`src/half_float_multiply_top_macros.svh`:
```
// Assertion macros for the binary16 multiplier.
// Included by RTL files that carry concurrent checks.
`ifndef HALF_FLOAT_MULTIPLY_TOP_MACROS_SVH
`define HALF_FLOAT_MULTIPLY_TOP_MACROS_SVH
`ifndef SYNTHESIS
`define HFM_ASSERT(label, clk, rst_n, prop) \
  label: assert property (@(posedge clk) disable iff (!rst_n) prop) else $error("hfm check");
`define HFM_ASSERT_ALWAYS(label, clk, prop) \
  label: assert property (@(posedge clk) prop) else $error("hfm check");
`else
`define HFM_ASSERT(label, clk, rst_n, prop)
`define HFM_ASSERT_ALWAYS(label, clk, prop)
`endif
`endif

```
`src/hfm_pkg.sv`:
```
// Types and constants for the binary16 multiplier.
// No dependencies.
`default_nettype none
package hfm_pkg;
  typedef enum logic [1:0] {
    RM_ZERO = 2'd0,
    RM_NEAR = 2'd1,
    RM_PINF = 2'd2,
    RM_NINF = 2'd3
  } rmode_t;
  localparam logic [15:0] QNAN_BITS   = 16'h7E00;
  localparam logic [14:0] INF_BITS    = 15'h7C00;
  localparam logic [14:0] MAXFIN_BITS = 15'h7BFF;
  localparam logic [4:0]  EXP_MAX     = 5'd31;
  localparam int          FRAC_BITS   = 10;
endpackage
`default_nettype wire

```
`src/hfm_core.sv`:
```
// Combinational binary16 product: decode, multiply, align, round, pack.
// Depends on hfm_pkg.
`default_nettype none
module hfm_core (
  input  wire logic [15:0]     a,
  input  wire logic [15:0]     b,
  input  wire hfm_pkg::rmode_t mode,
  output logic [15:0]          y
);
  import hfm_pkg::*;

  logic        sa, sb, sign;
  logic [4:0]  xa, xb;
  logic [9:0]  fa, fb;
  logic        nan_a, nan_b, inf_a, inf_b, zero_a, zero_b;
  logic [10:0] ma, mb;
  logic [21:0] p;
  logic [4:0]  n;
  logic signed [7:0] ea, eb, e, eres, r;
  logic [21:0] q;
  logic [5:0]  rs;
  logic        guard, sticky, inc;
  logic [16:0] bits;
  logic [14:0] ovf;

  always_comb begin
    sa = a[15]; sb = b[15]; sign = sa ^ sb;
    xa = a[14:10]; xb = b[14:10]; fa = a[9:0]; fb = b[9:0];
    nan_a = (xa == EXP_MAX) && (fa != '0);
    nan_b = (xb == EXP_MAX) && (fb != '0);
    inf_a = (xa == EXP_MAX) && (fa == '0);
    inf_b = (xb == EXP_MAX) && (fb == '0);
    zero_a = (xa == '0) && (fa == '0);
    zero_b = (xb == '0) && (fb == '0);
    ma = {(xa != '0), fa};
    mb = {(xb != '0), fb};
    ea = (xa != '0) ? {3'b0, xa} : 8'sd1;
    eb = (xb != '0) ? {3'b0, xb} : 8'sd1;
    p = 22'(ma * mb);
    n = '0;
    for (int i = 0; i < 22; i++) begin
      if (p[i]) n = 5'(i);
    end
    e = $signed({3'b0, n}) + ea + eb - 8'sd35;
    eres = (e < 8'sd1) ? 8'sd1 : e;
    r = eres + 8'sd25 - ea - eb;
    guard = 1'b0; sticky = 1'b0;
    rs = '0;
    if (r <= 8'sd0) begin
      q = p << 5'(-r);
    end else if (r >= 8'sd23) begin
      q = '0;
      sticky = 1'b1;
    end else begin
      rs = 6'(r);
      q = p >> rs;
      guard = p[5'(rs - 6'd1)];
      sticky = (p & ((22'd1 << (rs - 6'd1)) - 22'd1)) != '0;
    end
    unique case (mode)
      RM_ZERO: inc = 1'b0;
      RM_NEAR: inc = guard && (sticky || q[0]);
      RM_PINF: inc = (guard || sticky) && !sign;
      RM_NINF: inc = (guard || sticky) && sign;
      default: inc = 1'b0;
    endcase
    bits = {1'b0, 6'(eres - 8'sd1), 10'b0} + {1'b0, q[15:0]} + 17'(inc);
    unique case (mode)
      RM_ZERO: ovf = MAXFIN_BITS;
      RM_NEAR: ovf = INF_BITS;
      RM_PINF: ovf = sign ? MAXFIN_BITS : INF_BITS;
      RM_NINF: ovf = sign ? INF_BITS : MAXFIN_BITS;
      default: ovf = INF_BITS;
    endcase
    priority if (nan_a || nan_b) y = QNAN_BITS;
    else if ((inf_a && zero_b) || (zero_a && inf_b)) y = QNAN_BITS;
    else if (zero_a || zero_b) y = {sign, 15'b0};
    else if (inf_a || inf_b) y = {sign, INF_BITS};
    else if (bits >= 17'(INF_BITS)) y = {sign, ovf};
    else y = {sign, bits[14:0]};
  end
endmodule
`default_nettype wire

```
`src/half_float_multiply_top.sv`:
```
// Top level of the binary16 multiplier: input register, core, output register.
// Depends on hfm_pkg, hfm_core and the assertion macro header.
//
//  channel | ports          | payload
//  in      | in_t*          | tdata[15:0] operand_a, [31:16] operand_b
//  out     | out_t*         | tdata[15:0] product
//  cfg     | cfg_we/cfg_wdata | round_mode
// Each beat passes through d1_r and then d2_r from acceptance to output; one beat per cycle while out is not stalled.
// Throughput is set by the single core between the two register stages.
// Reset clears valids and sets round_mode to nearest even.
// A stall on out holds both stages; a free stage takes a beat at once.
`default_nettype none
`include "half_float_multiply_top_macros.svh"
module half_float_multiply_top (
  input  wire logic        clk,
  input  wire logic        rst_n,
  input  wire logic        cfg_we,
  input  wire logic [1:0]  cfg_wdata,
  input  wire logic        in_tvalid,
  output logic             in_tready,
  input  wire logic [31:0] in_tdata,   // operand_a, operand_b
  output logic             out_tvalid,
  input  wire logic        out_tready,
  output logic [15:0]      out_tdata   // product
);
  import hfm_pkg::*;

  rmode_t      mode_r;
  logic        v1_r, v2_r;
  logic [31:0] d1_r;
  logic [15:0] d2_r, y;
  logic        adv2, adv1;

  hfm_core u_core (.a(d1_r[15:0]), .b(d1_r[31:16]), .mode(mode_r), .y(y));

  assign adv2 = !v2_r || out_tready;
  assign adv1 = !v1_r || adv2;
  assign in_tready = adv1;
  assign out_tvalid = v2_r;
  assign out_tdata = d2_r;

  always_ff @(posedge clk) begin
    if (!rst_n) begin
      mode_r <= RM_NEAR;
      v1_r <= 1'b0;
      v2_r <= 1'b0;
    end else begin
      if (cfg_we) mode_r <= rmode_t'(cfg_wdata);
      if (adv2) v2_r <= v1_r;
      if (adv1) v1_r <= in_tvalid;
    end
  end

  always_ff @(posedge clk) begin
    if (adv2 && v1_r) d2_r <= y;
    if (adv1 && in_tvalid) d1_r <= in_tdata;
  end

  `HFM_ASSERT(a_hold, clk, rst_n, out_tvalid && !out_tready |=> out_tvalid && $stable(out_tdata))
  `HFM_ASSERT(a_ready, clk, rst_n, !v1_r |-> in_tready)
  `HFM_ASSERT(a_move, clk, rst_n, v1_r && adv2 |=> v2_r)
  `HFM_ASSERT_ALWAYS(a_rst, clk, !rst_n |=> !out_tvalid)
endmodule
`default_nettype wire
```
`config.mk`:
```
export PLATFORM = sky130hd
export DESIGN_NAME = half_float_multiply_top
export DESIGN_NICKNAME = d
export VERILOG_FILES = /design/src/hfm_pkg.sv /design/src/hfm_core.sv /design/src/half_float_multiply_top.sv
export VERILOG_INCLUDE_DIRS = /design/src /design/src/src
export SDC_FILE = /design/constraint.sdc
export NUM_CORES = 1
export LEC_CHECK = 0
export BUFFER_PORTS_ARGS = -buffer_cell sky130_fd_sc_hd__clkbuf_2
export CORE_UTILIZATION = 46
export DETAILED_ROUTE_END_ITERATION = 12
export SLEW_MARGIN = 0
export SYNTH_ARGS = -nofsm -noshare
export SYNTH_HDL_FRONTEND = slang
export SYNTH_HIERARCHICAL = 1
export SYNTH_SLANG_ARGS = --single-unit
```
`constraint.sdc`:
```
create_clock -name clk -period 26 [get_ports clk]
set_input_delay 1.3 -clock clk [delete_from_list [all_inputs] [get_ports clk]]
set_output_delay 1.3 -clock clk [all_outputs]
set_load 0.03 [all_outputs]
```
Word-level counts from Yosys, hierarchy flattened. Index checks and enable logic that the tools add are counted.

$add $sub $neg: 12. $mul: 1. Order comparisons: 5. Equal/unequal tests: 5. Shift operators: 3. Muxes and demuxes: 39. Bitwise gates (word level): 2. Reduce and logical (&&, ||, !) cells: 36.

Operators with widths (count): case mux 15 bit (4 select lines) (1); two-way mux 15 bit (3); two-way mux 5 bit (8); two-way mux 16 bit (2); two-way mux 4 bit (8); bitwise AND 22 bit (1); multiplier 11 x 11 -> 22 bit (1); two-way mux 11 bit (2); nonzero test 22 bit (1); << shifter 1 x 6 -> 22 bit (first input constant) (1); << shifter 22 x 5 -> 16 bit (1); >> shifter 22 x 6 -> 16 bit (1); subtractor 22 x 1 -> 22 bit (second input constant) (1); zero test 10 bit (2); nonzero test 10 bit (2); adder 16 x 16 -> 17 bit (1); adder 17 x 1 -> 17 bit (1); >= comparator 17 x 15 -> 1 bit (second input constant) (1); logical AND 1 bit (13); two-way mux 3 bit (4); equality test 5 bit (second input constant) (2); zero test 5 bit (2); nonzero test 5 bit (2); adder 6 x 8 -> 8 bit (1); 25 further kinds (41).

Register bits: 52. Output and inout bits: 18. Word-level logic and storage cells: 109.

Depth between registers and ports, before layout.
Word-level depth: 46. Mapped depth: 73. Mapped depth without buffers: 66.

Cells and area by module. The synthesis kept the hierarchy.

Modules (own cells, without submodules): hfm_core (instances 1, cells each 1380, area an instance 10045.9 um^2, sequential area each 0.0 um^2); half_float_multiply_top (instances 1, cells each 63, area an instance 1615.3 um^2, sequential area each 1521.5 um^2).

Worst setup path after synthesis. No wires, ideal clock.

Path kind: reg-to-reg. From: reg d1_r[30]. To: reg d2_r[2], in the netlist out_tdata[2] (data pin). Arrival time: 15.171 ns. Setup slack: 10.562 ns. Stages on the path, launching flop included: 66. Clock period less this slack: 15.438 ns. Cell sequence: edfxtp_1 > nor3_1 > nand2_1 > clkbuf_1 > and2_1 > fa_1 > inv_1 > fa_1 > inv_1 > fa_1 > fa_1 > inv_1 > fa_1 > inv_1 > ha_1 > buf_2 > a21oi_1 > o21ai_2 > [30 not listed] > clkbuf_1 > o21ai_1 > a21o_1 > or3b_2 > a31oi_1 > and4_1 > a311oi_1 > o21ai_0 > a211oi_1 > ha_1 > inv_1 > a221oi_1 > nand4b_1 > or4_4 > nor3_2 > or2_1 > o22ai_2 > o21bai_1.

Longest elaborated chain between the ends: 35.

RTL lines: start: declaration (line half_float_multiply_top.sv:30) `logic [31:0] d1_r;`; start signal: assignment (line half_float_multiply_top.sv:56) `if (adv1 && in_tvalid) d1_r <= in_tdata;`; nonzero test 5 bit (line hfm_core.sv:36, hfm_core.sv:38); multiplier 11 x 11 -> 22 bit (line hfm_core.sv:39) `p = 22'(ma * mb);`; two-way mux 4 bit (6 in series) (line hfm_core.sv:42) `if (p[i]) n = 5'(i);`; two-way mux 5 bit (6 in series) (line hfm_core.sv:42); adder 6 x 8 -> 8 bit (line hfm_core.sv:44) `e = $signed({3'b0, n}) + ea + eb - 8'sd35;`; adder 8 bit (line hfm_core.sv:44); subtractor 8 x 7 -> 8 bit (line hfm_core.sv:44); less-than comparator 8 x 2 -> 1 bit (line hfm_core.sv:45) `eres = (e < 8'sd1) ? 8'sd1 : e;`; [9 not listed]; two-way mux 1 bit (line hfm_core.sv:51) `end else if (r >= 8'sd23) begin`; two-way mux 1 bit (line hfm_core.sv:49) `if (r <= 8'sd0) begin`; logical OR 1 bit, on equally long branches (line hfm_core.sv:63, hfm_core.sv:64, hfm_core.sv:62); logical AND 1 bit, on equally long branches (line hfm_core.sv:64, hfm_core.sv:62, hfm_core.sv:63); case mux 1 bit (4 select lines) (line hfm_core.sv:60) `unique case (mode)`; adder 17 x 1 -> 17 bit (line hfm_core.sv:67) `bits = {1'b0, 6'(eres - 8'sd1), 10'b0} + {1'b0, q[15:0]} + 17'(inc);`; >= comparator 17 x 15 -> 1 bit (line hfm_core.sv:79) `else if (bits >= 17'(INF_BITS)) y = {sign, ovf};`; two-way mux 15 bit (line hfm_core.sv:79); end signal: assignment (line half_float_multiply_top.sv:55) `if (adv2 && v1_r) d2_r <= y;`; end: declaration (line half_float_multiply_top.sv:31) `logic [15:0] d2_r, y;`.

Several ways; a longest one is shown, not always the timed one. The select of a mux whose other input is x is not followed. A chain may end at the register's enable or synchronous reset.

Worst setup path after layout.
From: reg d1_r[28]. To: reg d2_r[6], in the netlist out_tdata[6] (data pin).

The elaborated chain is that of the path after synthesis.

==> metrics.csv <==
stage,metric,value,unit
status,result of the run,"complete, no violations",
setup_path,startpoint types,flop,
synthesis,proportion of register bits with asynchronous set or reset after synthesis,0,
cts,master cell of the clock root buffer,sky130_fd_sc_hd__clkbuf_16,
floorplan,Boundary Pins,57,
placed_design,worst setup slack after placement,7.93,ns
synthesis,list of most frequent post-synthesis cells,"sky130_fd_sc_hd__inv_1 (160), sky130_fd_sc_hd__nand2_1 (139), sky130_fd_sc_hd__nor2_1 (103)",
synthesis,post-synthesis register bit count,52,
synthesis,Synth Area per Inst,8.08,um^2
route,ratio of routed vias to standard cells,6.15,
synthesis,number of distinct standard cells referenced by the synthesized netlist,102,
setup_path,launch instance of the worst register-to-register path,d1_r[28],
synthesis,most common cell in the synthesized netlist,sky130_fd_sc_hd__inv_1,
setup_path,WP buf/inv,10,
route,initial drt markers,975,
timing,worst-margin pin slew,1.01,ns
route,count of antenna-violating nets left after detailed routing,0,
route,wire length per cell after detailed routing,19.6,um
cts,post-CTS setup buffer count,0,
synthesis,area fraction of the dominant cell type after synthesis,0.155,
synthesis,number of enable-type register cells in the synthesized netlist,48,
setup_path,"Top cell by count, worst path",sky130_fd_sc_hd__fa_1,
setup_path,start point of the critical path,d1_r[28],
cts,count of clock tree sinks,52,
grt,antenna violations before repair,0,
route,number of DRC violations after detailed routing,0,
synthesis,"Seq/Total Area, Yosys",0.130,
layout,Final Net Count,1667,
placed_design,total placed cells including tap cells,1755,
floorplan,Vert. Die Dim,161,um
synthesis,number of cells produced by synthesis,1443,
layout,"non-filler cells, final",1763,
cts,clock latency at the later pin of the worst-skew pair,0.30,ns
route,first-pass iteration count of the detailed router,6,
timing,Final Hold Violating Endpoints,0,
timing,total setup violations reported at the end of the flow,0,
setup_path,cell with the biggest individual delay on the critical path,sky130_fd_sc_hd__fa_1,
layout,n_diodes,0,
cts,clock tree from TritonCTS,done,
floorplan,count of standard-cell rows,57,
floorplan,die width,161,um
layout,Area Growth Syn to Fin,5.58,%
synthesis,predominant post-synthesis flop cell,sky130_fd_sc_hd__edfxtp_1,
setup_path,dominant delay contributor by cell family on the critical path,adder cells,
timing,clock skew after layout,0.00999,ns
floorplan,Floorplan Core Area,24600,um^2
grt,remaining global-route overflow,0,
route,via total after detailed routing,10800,
timing,Slew Limit Headroom,0.308,
job,number of violations of the max-capacitance limit,0,
cts,number of clock buffers inserted by TritonCTS,5,
synthesis,Post-Syn Nets,1672,
setup_path,Max stage delay on crit path,0.55,ns
timing,final-layout worst hold slack,0.498,ns
synthesis,largest area contributor in the netlist,sky130_fd_sc_hd__fa_1,
synthesis,total standard cell area after synthesis,11700,um^2
route,final WL,34600,um
synthesis,"top cells by area, synth","sky130_fd_sc_hd__fa_1 (15%), sky130_fd_sc_hd__edfxtp_1 (12%), sky130_fd_sc_hd__ha_1 (11%)",
cts,CTS clock-pin slew for the worst setup and hold paths,0.08,ns
grt,global-route wire length before repair,56300,um
synthesis,count of synthesis-stage warnings from yosys,6,
cts,quantity of gates resized following cts,0,
grt,overall global routing resource usage,0.272,
placed_design,count of input and output buffers,56,
cts,htree depth,2,
timing,setup tns final,0,ns
setup_path,required time of the critical path,26.03,ns
placed_design,Detailed Place HPWL,27600,um
timing,setup repair after global routing missed its margin,no,
setup_path,"setup slack, reg-to-reg",7.52,ns
layout,share of layout cells above drive strength 1,0.0994,
timing,highest clock frequency the design can meet,54.1,MHz
placed_design,global placer's final weighted congestion,0.979,
setup_path,data arrival at the endpoint of the critical path,18.51,ns
setup_path,type of the setup path with the least slack,flop to flop,
grt,pin count of the biggest net entering global routing,38,
setup_path,CP max FO,30,
cts,count of hold-fix buffers inserted at cts,0,
timing,Max Transition Viols Final,0,
timing,post-layout worst setup margin,7.52,ns
floorplan,Initial Util,0.474,
min_path,start point of the worst min-delay path,mode_r[0],
setup_path,kind of capture point of the worst setup path,flop,
cts,buffer depth of the longest clock path,2,
min_path,class of the most critical hold timing path,flop to flop,
timing,post-route clock period utilization,0.711,
timing,final worst path period need,18.48,ns
grt,vias in the first global route,10500,
floorplan,Die ar.,26000,um^2
## cells by family after synthesis
kind of cell / share of synthesized area
adders and majority gates: 0.262
muxes: 0.0471
and+or+nand+nor: 0.213
xor gates and xnor gates: 0.0353
DFF: 0.130
buffers and inverters: 0.0843
AOI/OAI and AO/OA: 0.228
## stage by stage
step,cell area [um^2],utilization
after floorplan,11700,-
after global placement,12100,0.493
after CTS,12300,0.500
after global routing,12300,0.500
after detailed placement,12100,0.493
final,12300,0.500
## cells in the final DEF, fill, tap and decap left out, types with 14 or more instances in the layout
cell / Yosys / final
sky130_fd_sc_hd__a211oi_1: 22 / 22
sky130_fd_sc_hd__a21oi_1: 72 / 71
sky130_fd_sc_hd__and2_1: 86 / 86
sky130_fd_sc_hd__buf_4: 4 / 20
sky130_fd_sc_hd__clkbuf_2: 0 / 56
sky130_fd_sc_hd__edfxtp_1: 48 / 48
sky130_fd_sc_hd__fa_1: 90 / 90
sky130_fd_sc_hd__ha_1: 100 / 100
sky130_fd_sc_hd__inv_1: 160 / 160
sky130_fd_sc_hd__mux2i_1: 23 / 23
sky130_fd_sc_hd__nand2_1: 139 / 139
sky130_fd_sc_hd__nand3_1: 32 / 32
sky130_fd_sc_hd__nor2_1: 103 / 103
sky130_fd_sc_hd__nor3_1: 31 / 31
sky130_fd_sc_hd__o211ai_1: 14 / 14
sky130_fd_sc_hd__o21ai_0: 77 / 77
sky130_fd_sc_hd__xnor2_1: 30 / 30
sky130_fd_sc_hd__xor2_1: 17 / 16
## tightest hold or removal path, cell delays in order (launching register included)
cell                      delay [ns]
sky130_fd_sc_hd__dfxtp_1        0.34
sky130_fd_sc_hd__mux2i_1        0.07
sky130_fd_sc_hd__nand2_1        0.06
## cell type report
type                            count  area, um^2
Fill cell                        2413       12300
Multi-Input combinational cell   1142        9180
Sequential cell                    52        1520
Inverter                          161         604
Timing Repair Buffer               76         430
Tap cell                          324         405
Clock buffer                        5         125
Clock inverter                      3        50.0
## metal layers
| metal | vias to the layer above | wire length, um | track usage |
|---|---|---|---|
| met1 | 5237 | 15600 | 0.386 |
| met3 | 61 | 2500 | 0.0303 |
| met5 | - | 0 | 0 |
| met2 | 450 | 15800 | 0.439 |
| li1 | 5097 | - | - |
| met4 | 0 | 775 | 0.0729 |
## state kept, by name, indices dropped and copies added (netlist names)
register	flops
out_tdata	16
v1_r	1
d1_r	32
mode_r	2
out_tvalid	1
## final timing paths
| path | endpoint | depth (start not counted) |
|---|---|---|
| max reg2reg | out_tdata[6] | 60 |
| min | mode_r[0] | 2 |
| max | out_tdata[6] | 60 |
| min reg2reg | mode_r[0] | 2 |
Power is not shown: default switching activity piles up to over one toggle a cycle in this logic, so the estimate is an artifact.
